### src/rtl/pox_pkg.sv
// Shared constants, register indexes and widths for the pulse-oximetry block.
package pox_pkg;

    localparam int SAMPLE_BITS_DEF = 18;
    localparam int BPM_SLOTS_DEF   = 4;

    localparam int ACW    = 48;   // AC energy sums
    localparam int RTW    = 24;   // square root of an AC sum
    localparam int DVW    = 56;   // divider dividend / quotient
    localparam int DSW    = 40;   // divider divisor / remainder
    localparam int NORM_W = 40;   // R terms are brought below 2^NORM_W
    localparam int MUL_BW = 25;   // narrow multiplier operand, signed
    localparam int QDEPTH = 2;    // item queue between front and engine

    localparam int SPO2_W         = 24;
    localparam int K_SLOPE_Q8     = 5965;
    localparam int K_OFFSET_Q16   = 26214;
    localparam int SPO2_HUNDRED   = 25600;
    localparam int SPO2_FLOOR     = 20480;
    localparam int SPO2_RESET     = 24320;
    localparam int S24_MAX        = 8388607;
    localparam int S24_MIN        = -8388608;
    localparam int BPM_DIVIDEND   = 60000;
    localparam int BPM_LOW        = 20;
    localparam int BPM_HIGH       = 255;

    localparam logic [15:0] DC_WEIGHT_RST   = 16'd62259;
    localparam logic [15:0] SPO2_SMOOTH_RST = 16'd45875;
    localparam logic [9:0]  WINDOW_LEN_RST  = 10'd200;
    localparam logic [17:0] FINGER_THR_RST  = 18'd30000;
    localparam logic [7:0]  CHECK_PER_RST   = 8'd5;
    localparam logic [15:0] BOOT_TIME_RST   = 16'd3000;

    typedef enum logic [2:0] {
        REG_DC_WEIGHT   = 3'd0,
        REG_SPO2_SMOOTH = 3'd1,
        REG_WINDOW_LEN  = 3'd2,
        REG_FINGER_THR  = 3'd3,
        REG_CHECK_PER   = 3'd4,
        REG_BOOT_TIME   = 3'd5
    } reg_idx_t;

endpackage

### src/rtl/pox_front.sv
// Input front: accepts items, tags beat intervals, queues them for the engine.
module pox_front #(
    parameter int SAMPLE_BITS = pox_pkg::SAMPLE_BITS_DEF
) (
    input  logic                   aclk,
    input  logic                   aresetn,
    input  logic                   s_valid,
    output logic                   s_ready,
    input  logic [SAMPLE_BITS-1:0] s_red_sample,
    input  logic [SAMPLE_BITS-1:0] s_ir_sample,
    input  logic [31:0]            s_time_ms,
    input  logic                   s_beat_seen,
    output logic                   q_valid,
    input  logic                   q_pop,
    output logic [SAMPLE_BITS-1:0] q_red,
    output logic [SAMPLE_BITS-1:0] q_ir,
    output logic [31:0]            q_time,
    output logic                   q_rate,
    output logic [31:0]            q_delta
);
    import pox_pkg::*;

    localparam int PW = $clog2(QDEPTH);

    logic [SAMPLE_BITS-1:0] red_reg   [QDEPTH];
    logic [SAMPLE_BITS-1:0] ir_reg    [QDEPTH];
    logic [31:0]            time_reg  [QDEPTH];
    logic                   rate_reg  [QDEPTH];
    logic [31:0]            delta_reg [QDEPTH];
    logic [PW-1:0]          wr_reg, wr_next;
    logic [PW-1:0]          rd_reg, rd_next;
    logic [PW:0]            cnt_reg, cnt_next;
    logic [31:0]            last_reg, last_next;
    logic                   accept;
    logic                   pop;
    logic [31:0]            delta;

    assign s_ready = (cnt_reg != (PW+1)'(QDEPTH));
    assign accept  = s_valid && s_ready;
    assign q_valid = (cnt_reg != '0);
    assign pop     = q_pop && q_valid;
    assign delta   = s_time_ms - last_reg;

    always_comb begin
        wr_next   = wr_reg;
        rd_next   = rd_reg;
        cnt_next  = cnt_reg;
        last_next = last_reg;
        if (accept) begin
            wr_next = (wr_reg == PW'(QDEPTH - 1)) ? '0 : wr_reg + 1'b1;
            if (s_beat_seen) begin
                last_next = s_time_ms;
            end
        end
        if (pop) begin
            rd_next = (rd_reg == PW'(QDEPTH - 1)) ? '0 : rd_reg + 1'b1;
        end
        if (accept && !pop) begin
            cnt_next = cnt_reg + 1'b1;
        end else if (!accept && pop) begin
            cnt_next = cnt_reg - 1'b1;
        end
    end

    always_ff @(posedge aclk) begin
        if (!aresetn) begin
            wr_reg   <= '0;
            rd_reg   <= '0;
            cnt_reg  <= '0;
            last_reg <= '0;
        end else begin
            wr_reg   <= wr_next;
            rd_reg   <= rd_next;
            cnt_reg  <= cnt_next;
            last_reg <= last_next;
        end
        if (accept) begin
            red_reg[wr_reg]   <= s_red_sample;
            ir_reg[wr_reg]    <= s_ir_sample;
            time_reg[wr_reg]  <= s_time_ms;
            rate_reg[wr_reg]  <= s_beat_seen && (delta != '0);
            delta_reg[wr_reg] <= delta;
        end
    end

    assign q_red   = red_reg[rd_reg];
    assign q_ir    = ir_reg[rd_reg];
    assign q_time  = time_reg[rd_reg];
    assign q_rate  = rate_reg[rd_reg];
    assign q_delta = delta_reg[rd_reg];

endmodule

### config.mk
export PLATFORM = sky130hd
export DESIGN_NAME = pox_front
export DESIGN_NICKNAME = d
export VERILOG_FILES = /design/src/rtl/pox_pkg.sv /design/src/rtl/pox_front.sv
export SDC_FILE = /design/constraint.sdc
export NUM_CORES = 1
export LEC_CHECK = 0
export ABC_CLOCK_PERIOD_IN_PS = 6200
export BUFFER_PORTS_ARGS = -buffer_cell sky130_fd_sc_hd__buf_4
export CORE_MARGIN = 3
export CORE_UTILIZATION = 53
export CTS_BUF_LIST = sky130_fd_sc_hd__clkbuf_8
export DETAILED_ROUTE_END_ITERATION = 8
export GPL_TIMING_DRIVEN = 0
export PLACE_DENSITY = 0.82
export SLEW_MARGIN = 0
export SYNTH_ARGS = -nofsm -noshare
export SYNTH_HDL_FRONTEND = slang
export SYNTH_SLANG_ARGS = --single-unit
### constraint.sdc
create_clock -name aclk -period 6.2 [get_ports aclk]
set_input_delay 0.31 -clock aclk [delete_from_list [all_inputs] [get_ports aclk]]
set_output_delay 0.31 -clock aclk [all_outputs]
set_load 0.05 [all_outputs]
==> results.md, run 1 <==
* Root buf cell: clkbuf_8
* EDFF count, synth at 202
* Switch Pwr at 0.00214 W
* DR top layer: met4
* Combinational power share at 0.399
* P_leak at 5.16 nW
* WL/cell at 17.2 um
* Slew Viols, Final at 0
* Initial antenna violation count at 0
* First-pass GRT wire length at 37,300 um
* H-Tree Level Count at 2
* Post-synth ARST share at 0
* Max-cap violations at 0
* Synth Instances at 796
* RSZ-0062 raised after global routing: no
* Pin count of the biggest net entering global routing at 68
* Clock Sinks at 239
* Final GP Congestion at 0.841
* Core area at 19,700 um2
* CP arrival at 4120 ps
* CTS tree: built
* Worst Setup Start Kind: primary input
* Die Footprint at 21,900 um2
* Reg2Reg Depth at 11
* Average instance area after synthesis at 13.5 um2
* Vias at 7,205
* Endpoint class of the critical path: flip-flop
* I/O pin count at 176
* Die height at 148 um
* Num rows at 51
* Req. time, crit path at 6440 ps
* Cts-stage hold buffer count at 68
* Synth-to-layout area growth at 29.4%
* DRT iter0 DRCs at 378
* Post-CTS Resized at 0
* Layout Utilization at 0.705
* Gr ovfl total at 0
* Synth Cell Area at 10,700 um2
* CTS clk-pin slew, worst paths at 60 ps
* HP Class: in -> reg
* Port-buffer cells at 174
* Layout cell share with drive strength beyond 1 at 0.310
* Max Fclk at 258 MHz
* Clk Latency, worst-skew pair at 530 ps
* Antenna Nets Post-Route at 0
* Initial core utilization at 0.545
* Internal Power at 0.00347 W
* Critical Path Fanout Max at 4
* M1 wire length at 10,100 um
* Netlist cell types at 57
* DR WL met3 at 1440 um
* Post-layout min period at 3880 ps
* Pre-CTS WS at 2330 ps
* Nets@finish at 1,189
* Diodes inserted at 0
* Sw frac at 0.382
* #FFs+latches synth at 239
* Number of global-route vias before repair at 7,281
* Slew Limit Headroom at 0.374
* Final setup violation count at 0
* Number of CTS-inserted buffers at 39
* Warnings, synthesis at 0
* Final HPWL DP at 15,800 um
* Fin. Hold Viols at 0
* Outcome: finished, final reports clean
* Post-route clock period utilization at 0.625
* Setup ws final at 2320 ps
* Max VDD drop at 264 uV
* Final Skew at 14.0 ps
* Routed wire length at 23,600 um
* Post-route setup TNS at 0 ps
* Global Route Usage Sum at 0.213
* WL met2 at 11,500 um
* Reg power frac at 0.370
* Vias per cell at 5.24
* Synth Flop Type: edfxtp_1
* Longest Clk Path Bufs at 3
* Post-Syn Nets at 902
* Filler cells at 1,375
* Power share of the clock group at 0.231
* Cells on Worst Hold Path at 2
* DRC Markers at 0
* Least-Margin Pin Slew at 939 ps
* First-pass DRT Iterations at 4
* Die W at 148 um
* Post-CTS setup buffers at 0
* Sequential share of the synthesized area at 0.636
* Setup Crit Path Kind: in -> reg
* PD cells at 405 nW/um2
## final timing paths
path,end,startpoint,slack [ps]
max reg2reg,rate_reg[0],last_reg[0],2510
max,rate_reg[0],s_time_ms[0],2320
min reg2reg,last_reg[14],last_reg[14],460
min,last_reg[14],aresetn,160
## cell usage after synthesis, types with 3 or more instances
cell | count | area (um2)
nor4_1 | 5 | 31.3
xnor2_1 | 16 | 140
buf_2 | 3 | 15.0
o21a_1 | 4 | 30.0
nand3_1 | 5 | 25.0
clkbuf_1 | 26 | 97.6
or3_1 | 3 | 18.8
o22ai_1 | 3 | 18.8
nor2_1 | 21 | 78.8
mux2_2 | 101 | 1140
inv_1 | 37 | 139
o21ai_1 | 8 | 40.0
a211oi_1 | 5 | 37.5
nand2_1 | 101 | 379
dfxtp_1 | 37 | 741
ha_1 | 32 | 400
nor2b_1 | 9 | 56.3
nand2b_1 | 10 | 62.6
xor2_1 | 10 | 87.6
nor3_1 | 10 | 50.1
a21o_1 | 9 | 67.6
o21ai_0 | 18 | 90.1
o211ai_1 | 4 | 30.0
a21boi_0 | 33 | 248
and3_1 | 4 | 25.0
and2_1 | 6 | 37.5
nand4_1 | 5 | 31.3
a21oi_1 | 30 | 150
edfxtp_1 | 202 | 6070
or4_1 | 4 | 30.0
a311oi_1 | 3 | 26.3
## kinds of logic after synthesis
family                     share of synthesized area
and+or+nand+nor                               0.0840
DFF                                            0.636
AOI/OAI and AO/OA                             0.0903
muxes                                          0.106
adders and majority gates                     0.0393
buffers and inverters                         0.0235
xor gates and xnor gates                      0.0213
## per-stage QoR
step	power [W]	hold slack (ps)	cells	cell area, um2
finish	0.00561	162	1375	13900
global route	0.00587	170	1375	13900
CTS	0.00565	146	1375	13900
detailed placement	0.00431	457	1239	12400
global placement	0.00429	451	1235	12300
floorplan	0.00368	409	796	10700
## cells in the final DEF, fill, tap and decap left out, drive strengths merged, types with 5 or more instances in the layout
| cell type | instances |
|---|---|
| edfxtp | 202 |
| buf | 181 |
| nand2 | 102 |
| mux2 | 101 |
| dlygate4sd3 | 68 |
| clkbuf | 67 |
| inv | 54 |
| dfxtp | 37 |
| a21boi | 34 |
| a21oi | 33 |
| ha | 32 |
| o21ai | 26 |
| nor2 | 21 |
| xnor2 | 16 |
| nor3 | 11 |
| nand2b | 10 |
| xor2 | 10 |
| a21o | 9 |
| nor2b | 9 |
| clkinv | 8 |
| and2 | 6 |
| a211oi | 6 |
| nor4 | 5 |
| nand4 | 5 |
| nand3 | 5 |
| or4 | 5 |
## power by group through the flow
stage / Combinational [W] / Clock [W] / Sequential (W)
5_1_grt: 0.00236 / 0.00142 / 0.00209
3_3_place_gp: 0.00215 / 0 / 0.00214
6_report: 0.00224 / 0.00130 / 0.00208
3_5_place_dp: 0.00220 / 0 / 0.00211
4_1_cts: 0.00225 / 0.00132 / 0.00208
2_1_floorplan: 0.00156 / 0 / 0.00212
## layout make-up
cell class | instances | area, um2 | area share
Clock inverter | 27 | 166 | 0.0120
Sequential cell | 239 | 6810 | 0.491
Clock buffer | 41 | 564 | 0.0407
Inverter | 37 | 139 | 0.0100
Timing Repair Buffer | 246 | 2070 | 0.150
Tap cell | 265 | 332 | 0.0239
Buffer | 29 | 113 | 0.00812
Multi-Input combinational cell | 491 | 3660 | 0.264
## routing by layer
layer,vias to the layer above,GRT usage
met1,3427,0.272
met2,207,0.365
li1,3526,-
met4,0,0.0674
met3,45,0.0457
met5,-,0
## critical path, cell delays in order
cell	delay (ps)
dlygate4sd3_1	530
buf_4	130
inv_1	50
ha_1	210
fa_1	400
nor2b_1	220
o2111ai_2	250
a211oi_2	350
nor2_1	110
o211a_2	310
or4_1	470
or3_1	330
a2111oi_2	290
a21boi_1	160
No activity file was read; power rests on OpenSTA's default activity.
==> run 2, diff against run 1 <==
--- a/config.mk
+++ b/config.mk
@@ -5,14 +5,14 @@
 export SDC_FILE = /design/constraint.sdc
 export NUM_CORES = 1
 export LEC_CHECK = 0
-export ABC_CLOCK_PERIOD_IN_PS = 6200
+export ABC_CLOCK_PERIOD_IN_PS = 3800
 export BUFFER_PORTS_ARGS = -buffer_cell sky130_fd_sc_hd__buf_4
 export CORE_MARGIN = 3
-export CORE_UTILIZATION = 53
+export CORE_UTILIZATION = 55
 export CTS_BUF_LIST = sky130_fd_sc_hd__clkbuf_8
 export DETAILED_ROUTE_END_ITERATION = 8
 export GPL_TIMING_DRIVEN = 0
-export PLACE_DENSITY = 0.82
+export PLACE_DENSITY = 0.81
 export SLEW_MARGIN = 0
 export SYNTH_ARGS = -nofsm -noshare
 export SYNTH_HDL_FRONTEND = slang
==> constraint.sdc (replaced) <==
create_clock -name aclk -period 3.8 [get_ports aclk]
set_input_delay 0.19 -clock aclk [delete_from_list [all_inputs] [get_ports aclk]]
set_output_delay 0.19 -clock aclk [all_outputs]
set_load 0.05 [all_outputs]
==> results.md, run 2 (synthesized netlist as in run 1, its figures left out) <==
* Number of CTS-inserted buffers at 39 (unchanged)
* Core area at 18,900 um2 (-3.9%)
* Layout cell share with drive strength beyond 1 at 0.315 (+0.00545)
* Port-buffer cells at 174 (unchanged)
* Die W at 146 um (-1.8%)
* Initial antenna violation count at 0 (unchanged)
* Post-route clock period utilization at 0.970
* Worst Setup Start Kind: primary input
* First-pass DRT Iterations at 5 (+1)
* Max-cap violations at 0 (unchanged)
* DRC Markers at 0 (unchanged)
* Multi-input logic area at 3700 um2 (+1.0%)
* Routed wire length at 23,600 um (+0.14%)
* Vias at 7,294 (+1.2%)
* H-Tree Level Count at 2 (unchanged)
* Tot Pwr at 0.00914 W (+63%)
* Number of global-route vias before repair at 7,383 (+1.4%)
* Diodes inserted at 0 (unchanged)
* Filler cells at 1,259 (-8.4%)
* I/O pin count at 176 (unchanged)
* Most frequent cells in the layout: edfxtp_1, buf_4, nand2_1, mux2_2, dlygate4sd3_1
* Antenna Nets Post-Route at 0 (unchanged)
* Global Route Usage Sum at 0.220 (+0.00734)
* Setup Crit Path Kind: in -> reg
* Initial core utilization at 0.567 (+0.0219)
* CP arrival at 3950 ps (-170 ps)
* Root buf cell: clkbuf_8
* CTS clk-pin slew, worst paths at 80 ps (+20 ps)
* DRT iter0 DRCs at 596 (+58%)
* Final setup violation count at 0 (unchanged)
* Critical Path Fanout Max at 4 (unchanged)
* Clk Latency, worst-skew pair at 540 ps (about the same)
* Max VDD drop at 499 uV (+89%)
* Slew Viols, Final at 0 (unchanged)
* Vias per cell at 5.31 (+1.4%)
* Final GP Congestion at 0.863 (+2.6%)
* Gr ovfl total at 0 (unchanged)
* Final Skew at 18.2 ps (+4.18 ps)
* Die Footprint at 21,200 um2 (-3.5%)
* WL/cell at 17.2 um (+0.29%)
* Pin count of the biggest net entering global routing at 68 (unchanged)
* Most common cell after layout, fill and taps aside: edfxtp_1
* Max Fclk at 271 MHz
* Post-layout min period at 3690 ps
* Fin. Hold Viols at 0 (unchanged)
* Layout Utilization at 0.736 (+0.0309)
* FF/Latch Area at 6810 um2 (unchanged)
* Longest Clk Path Bufs at 3 (unchanged)
* First-pass GRT wire length at 37,800 um (+1.5%)
* Clock Sinks at 239 (unchanged)
* Req. time, crit path at 4060 ps (-2380 ps)
* Nets@finish at 1,191 (+0.17%)
* Post-route setup TNS at 0 ps (unchanged)
* Die height at 146 um (-1.8%)
* Num rows at 50 (-2.0%)
* P_leak at 5.17 nW (+0.36%)
* Endpoint class of the critical path: flip-flop
* PD cells at 657 nW/um2 (+62%)
* Least-Margin Pin Slew at 804 ps (-136 ps)
* Synth-to-layout area growth at 29.8%
* CTS tree: built
* HP Class: in -> reg
* Final HPWL DP at 15,400 um (-2.2%)
* Outcome: finished, final reports clean
* Slew Limit Headroom at 0.464 (+0.0904)
==> run 2: layer usage <==
layer | share of wire | vias up | global-route usage
met5 | 0 | - | 0
met4 | 0.022 | 0 | 0.0736
met3 | 0.055 | 49 | 0.0364
met2 | 0.50 | 215 | 0.376
met1 | 0.42 | 3496 | 0.288
li1 | - | 3534 | -
==> run 2: worst max-delay path, cell delays in order <==
cell and delay [ps]:
dlygate4sd3_1 540, buf_4 130, inv_1 40, ha_1 220, fa_1 420, nor2b_2 200, o2111ai_4 190, a211oi_4 320
nor2_1 100, o211a_2 310, or4_1 480, or3_1 360, a2111oi_4 330, a21boi_2 120
==> run 2: final cells by class <==
type | instances | area share
clock inverters | 26 | 0.0101
inverters | 37 | 0.00999
well taps | 260 | 0.0234
plain buffers | 29 | 0.00810
multi-input cells | 491 | 0.266
flip-flops and latches | 239 | 0.489
repair buffers | 248 | 0.150
clock buffers | 43 | 0.0426
==> run 2: path summary, 6_finish.rpt <==
| path | start | endpoint | slack (ps) | cells past startpoint |
|---|---|---|---|---|
| max reg2reg | last_reg[0] | rate_reg[1] | 160 | 11 |
| min reg2reg | last_reg[13] | last_reg[13] | 460 | 2 |
| max | s_time_ms[0] | rate_reg[1] | 110 | 14 |
| min | aresetn | last_reg[12] | 30 | 2 |
==> run 2: stage by stage <==
step	cells	area, um2	setup WS [ps]	hold slack (ps)
finish	1373	13900	114	27.5
global route	1373	13900	-12.1	62.7
CTS	1371	13900	92.6	10.7
detailed placement	1234	12400	92.3	378
global placement	1230	12400	115	375
floorplan	796	10700	500	289
==> run 2: report_power, final <==
part	internal (W)	total, W	leakage (nW)	switching (W)
logic	0.00123	0.00366	2.55	0.00243
clock network	0.00111	0.00209	0.435	0.000979
registers	0.00330	0.00338	2.19	0.0000897
total	0.00564	0.00914	5.17	0.00350
==> run 2: what timing repair did <==
item                                    CTS  global route
endpoints found under the hold margin   168             0
endpoints found under the setup margin    0             2
hold buffers                             68             0
gates resized for setup                   0             6
setup buffers                             0             2
==> run 3, diff against run 2 <==
--- a/config.mk
+++ b/config.mk
@@ -9,11 +9,9 @@
 export BUFFER_PORTS_ARGS = -buffer_cell sky130_fd_sc_hd__buf_4
 export CORE_MARGIN = 3
 export CORE_UTILIZATION = 55
-export CTS_BUF_LIST = sky130_fd_sc_hd__clkbuf_8
 export DETAILED_ROUTE_END_ITERATION = 8
-export GPL_TIMING_DRIVEN = 0
 export PLACE_DENSITY = 0.81
-export SLEW_MARGIN = 0
+export SLEW_MARGIN = 20
 export SYNTH_ARGS = -nofsm -noshare
 export SYNTH_HDL_FRONTEND = slang
 export SYNTH_SLANG_ARGS = --single-unit
==> results.md, run 3 (synthesized netlist as in run 1, its figures left out) <==
* Antenna Nets Post-Route at 0 (unchanged)
* Reg power frac at 0.381 (+0.011)
* Most common cell after layout, fill and taps aside: edfxtp_1
* Internal Power at 0.00572 W (+1.5%)
* Setup ws final at 192 ps (+77.8 ps)
* Critical Path Fanout Max at 4 (unchanged)
* Longest Clk Path Bufs at 3 (unchanged)
* Final GP Congestion at 0.919 (+6.5%)
* Root buf cell: clkbuf_16
* Sw frac at 0.375 (-0.00807)
* RSZ-0062 raised after global routing: no
* Power share of the clock group at 0.234 (+0.005)
* Setup Crit Path Kind: in -> reg
* Pre-CTS WS at 192 ps (+99.4 ps)
* Max Fclk at 277 MHz (+2.2%)
* I/O pin count at 176 (unchanged)
* Layout cell share with drive strength beyond 1 at 0.318 (+0.00290)
* Slew Limit Headroom at 0.389 (-0.0754)
* WL/cell at 17.1 um (-0.46%)
* HP Class: in -> reg
* Initial antenna violation count at 0 (unchanged)
* PD cells at 665 nW/um2 (+1.2%)
* Number of global-route vias before repair at 7,173 (-2.8%)
* Num rows at 50 (unchanged)
* Final Skew at 6.41 ps (-11.8 ps)
* Final HPWL DP at 14,500 um (-5.7%)
* Vias at 7,128 (-2.3%)
* CTS tree: built
* Endpoint class of the critical path: flip-flop
* CTS clk-pin slew, worst paths at 60 ps (-20 ps)
* P_leak at 5.06 nW (-2.1%)
* Gr ovfl total at 0 (unchanged)
* Die W at 146 um (unchanged)
* Global Route Usage Sum at 0.210 (-0.0103)
* Switch Pwr at 0.00343 W (-2.0%)
* Port-buffer cells at 175 (+0.57%)
* Max VDD drop at 500 uV (+0.31%)
* Nets@finish at 1,151 (-3.4%)
* DRT iter0 DRCs at 422 (-29%)
* H-Tree Level Count at 1 (-1)
* Initial core utilization at 0.567 (unchanged)
* Core area at 18,900 um2 (unchanged)
* Die height at 146 um (unchanged)
* Post-route setup TNS at 0 ps (unchanged)
* Most frequent cells in the layout: edfxtp_1, buf_4, mux2_2
* Least-Margin Pin Slew at 917 ps (+113 ps)
* First-pass GRT wire length at 36,600 um (-3.2%)
* Fin. Hold Viols at 0 (unchanged)
* Pin count of the biggest net entering global routing at 76 (+12%)
* First-pass DRT Iterations at 5 (unchanged)
* Diodes inserted at 0 (unchanged)
* Number of CTS-inserted buffers at 25 (-36%)
* Final setup violation count at 0 (unchanged)
* DRC Markers at 0 (unchanged)
* Post-layout min period at 3610 ps (-77.8 ps)
* Outcome: finished, final reports clean
* Clk Latency, worst-skew pair at 500 ps (-40 ps)
* Max-cap violations at 0 (unchanged)
* Clock Sinks at 239 (unchanged)
* CP arrival at 3840 ps (-110 ps)
* Worst Setup Start Kind: primary input
* Vias per cell at 5.39 (+1.5%)
* Slew Viols, Final at 0 (unchanged)
* Combinational power share at 0.386 (-0.015)
* Req. time, crit path at 4030 ps (-30 ps)
* Die Footprint at 21,200 um2 (unchanged)
* Synth-to-layout area growth at 28.6%
* Post-route clock period utilization at 0.949 (-0.0205)
* Routed wire length at 22,600 um (-4.2%)
* Minimum hold slack at 96.6 ps (+69.1 ps)
run 3: cell types whose count changed in the layout (fill, tap and decap cells not counted), sizes merged:
cell and change:
bufinv -1, clkbuf -39, clkinv +6, clkinvlp -1, inv -16
run 3: metrics by stage:
stage | util | cells | area [um2] | total power [W]
final | 0.729 | 1322 | 13800 | 0.00915
after global routing | 0.729 | 1322 | 13800 | 0.00955
after CTS | 0.727 | 1321 | 13700 | 0.00920
after detailed placement | 0.653 | 1209 | 12300 | 0.00699
after global placement | 0.653 | 1209 | 12300 | 0.00694
after floorplan | - | 796 | 10700 | 0.00597
run 3: area by class of cell:
type,count,area [um2]
flip-flops and latches,239,6810
fillers,1286,5120
multi-input cells,491,3690
repair buffers,251,2090
clock buffers,30,644
well taps,260,325
inverters,37,139
clock inverters,14,68.8
run 3: worst paths after layout:
path	from	to	depth (start not counted)	slack, ps
min reg2reg	last_reg[13]	last_reg[13]	2	460
max	s_time_ms[0]	rate_reg[1]	14	190
min	aresetn	wr_reg	2	100
max reg2reg	last_reg[0]	rate_reg[1]	11	280
run 3: power by group through the flow:
stage | Clock (W) | Sequential, W | Combinational (W)
after floorplan | 0 | 0.00342 | 0.00255
after global placement | 0 | 0.00352 | 0.00343
after detailed placement | 0 | 0.00354 | 0.00345
after CTS | 0.00218 | 0.00349 | 0.00353
after global routing | 0.00231 | 0.00353 | 0.00371
final | 0.00214 | 0.00348 | 0.00353
run 3: repair_timing:
item                                    4_1_cts  5_1_grt
endpoints found under the setup margin        0        2
hold buffers                                 68        0
setup buffers                                 0        1
resized for setup                             0        3
endpoints found under the hold margin       168        0
run 3: worst max-delay path, stage by stage:
cell and delay [ps]:
dlygate4sd3_1 540, buf_4 120, inv_1 40, ha_1 220, fa_1 420, nor2b_2 210, o2111ai_4 190, a211oi_4 310
nor2_1 100, o211a_2 300, or4_1 460, or3_1 330, a2111oi_2 280, a21boi_1 120
run 3: per-layer routing:
layer | vias to the layer above | wire (um) | track usage
li1 | 3446 | - | -
met1 | 3442 | 9840 | 0.281
met2 | 202 | 11200 | 0.360
met3 | 38 | 1090 | 0.0293
met4 | 0 | 516 | 0.0613
met5 | - | 0 | 0
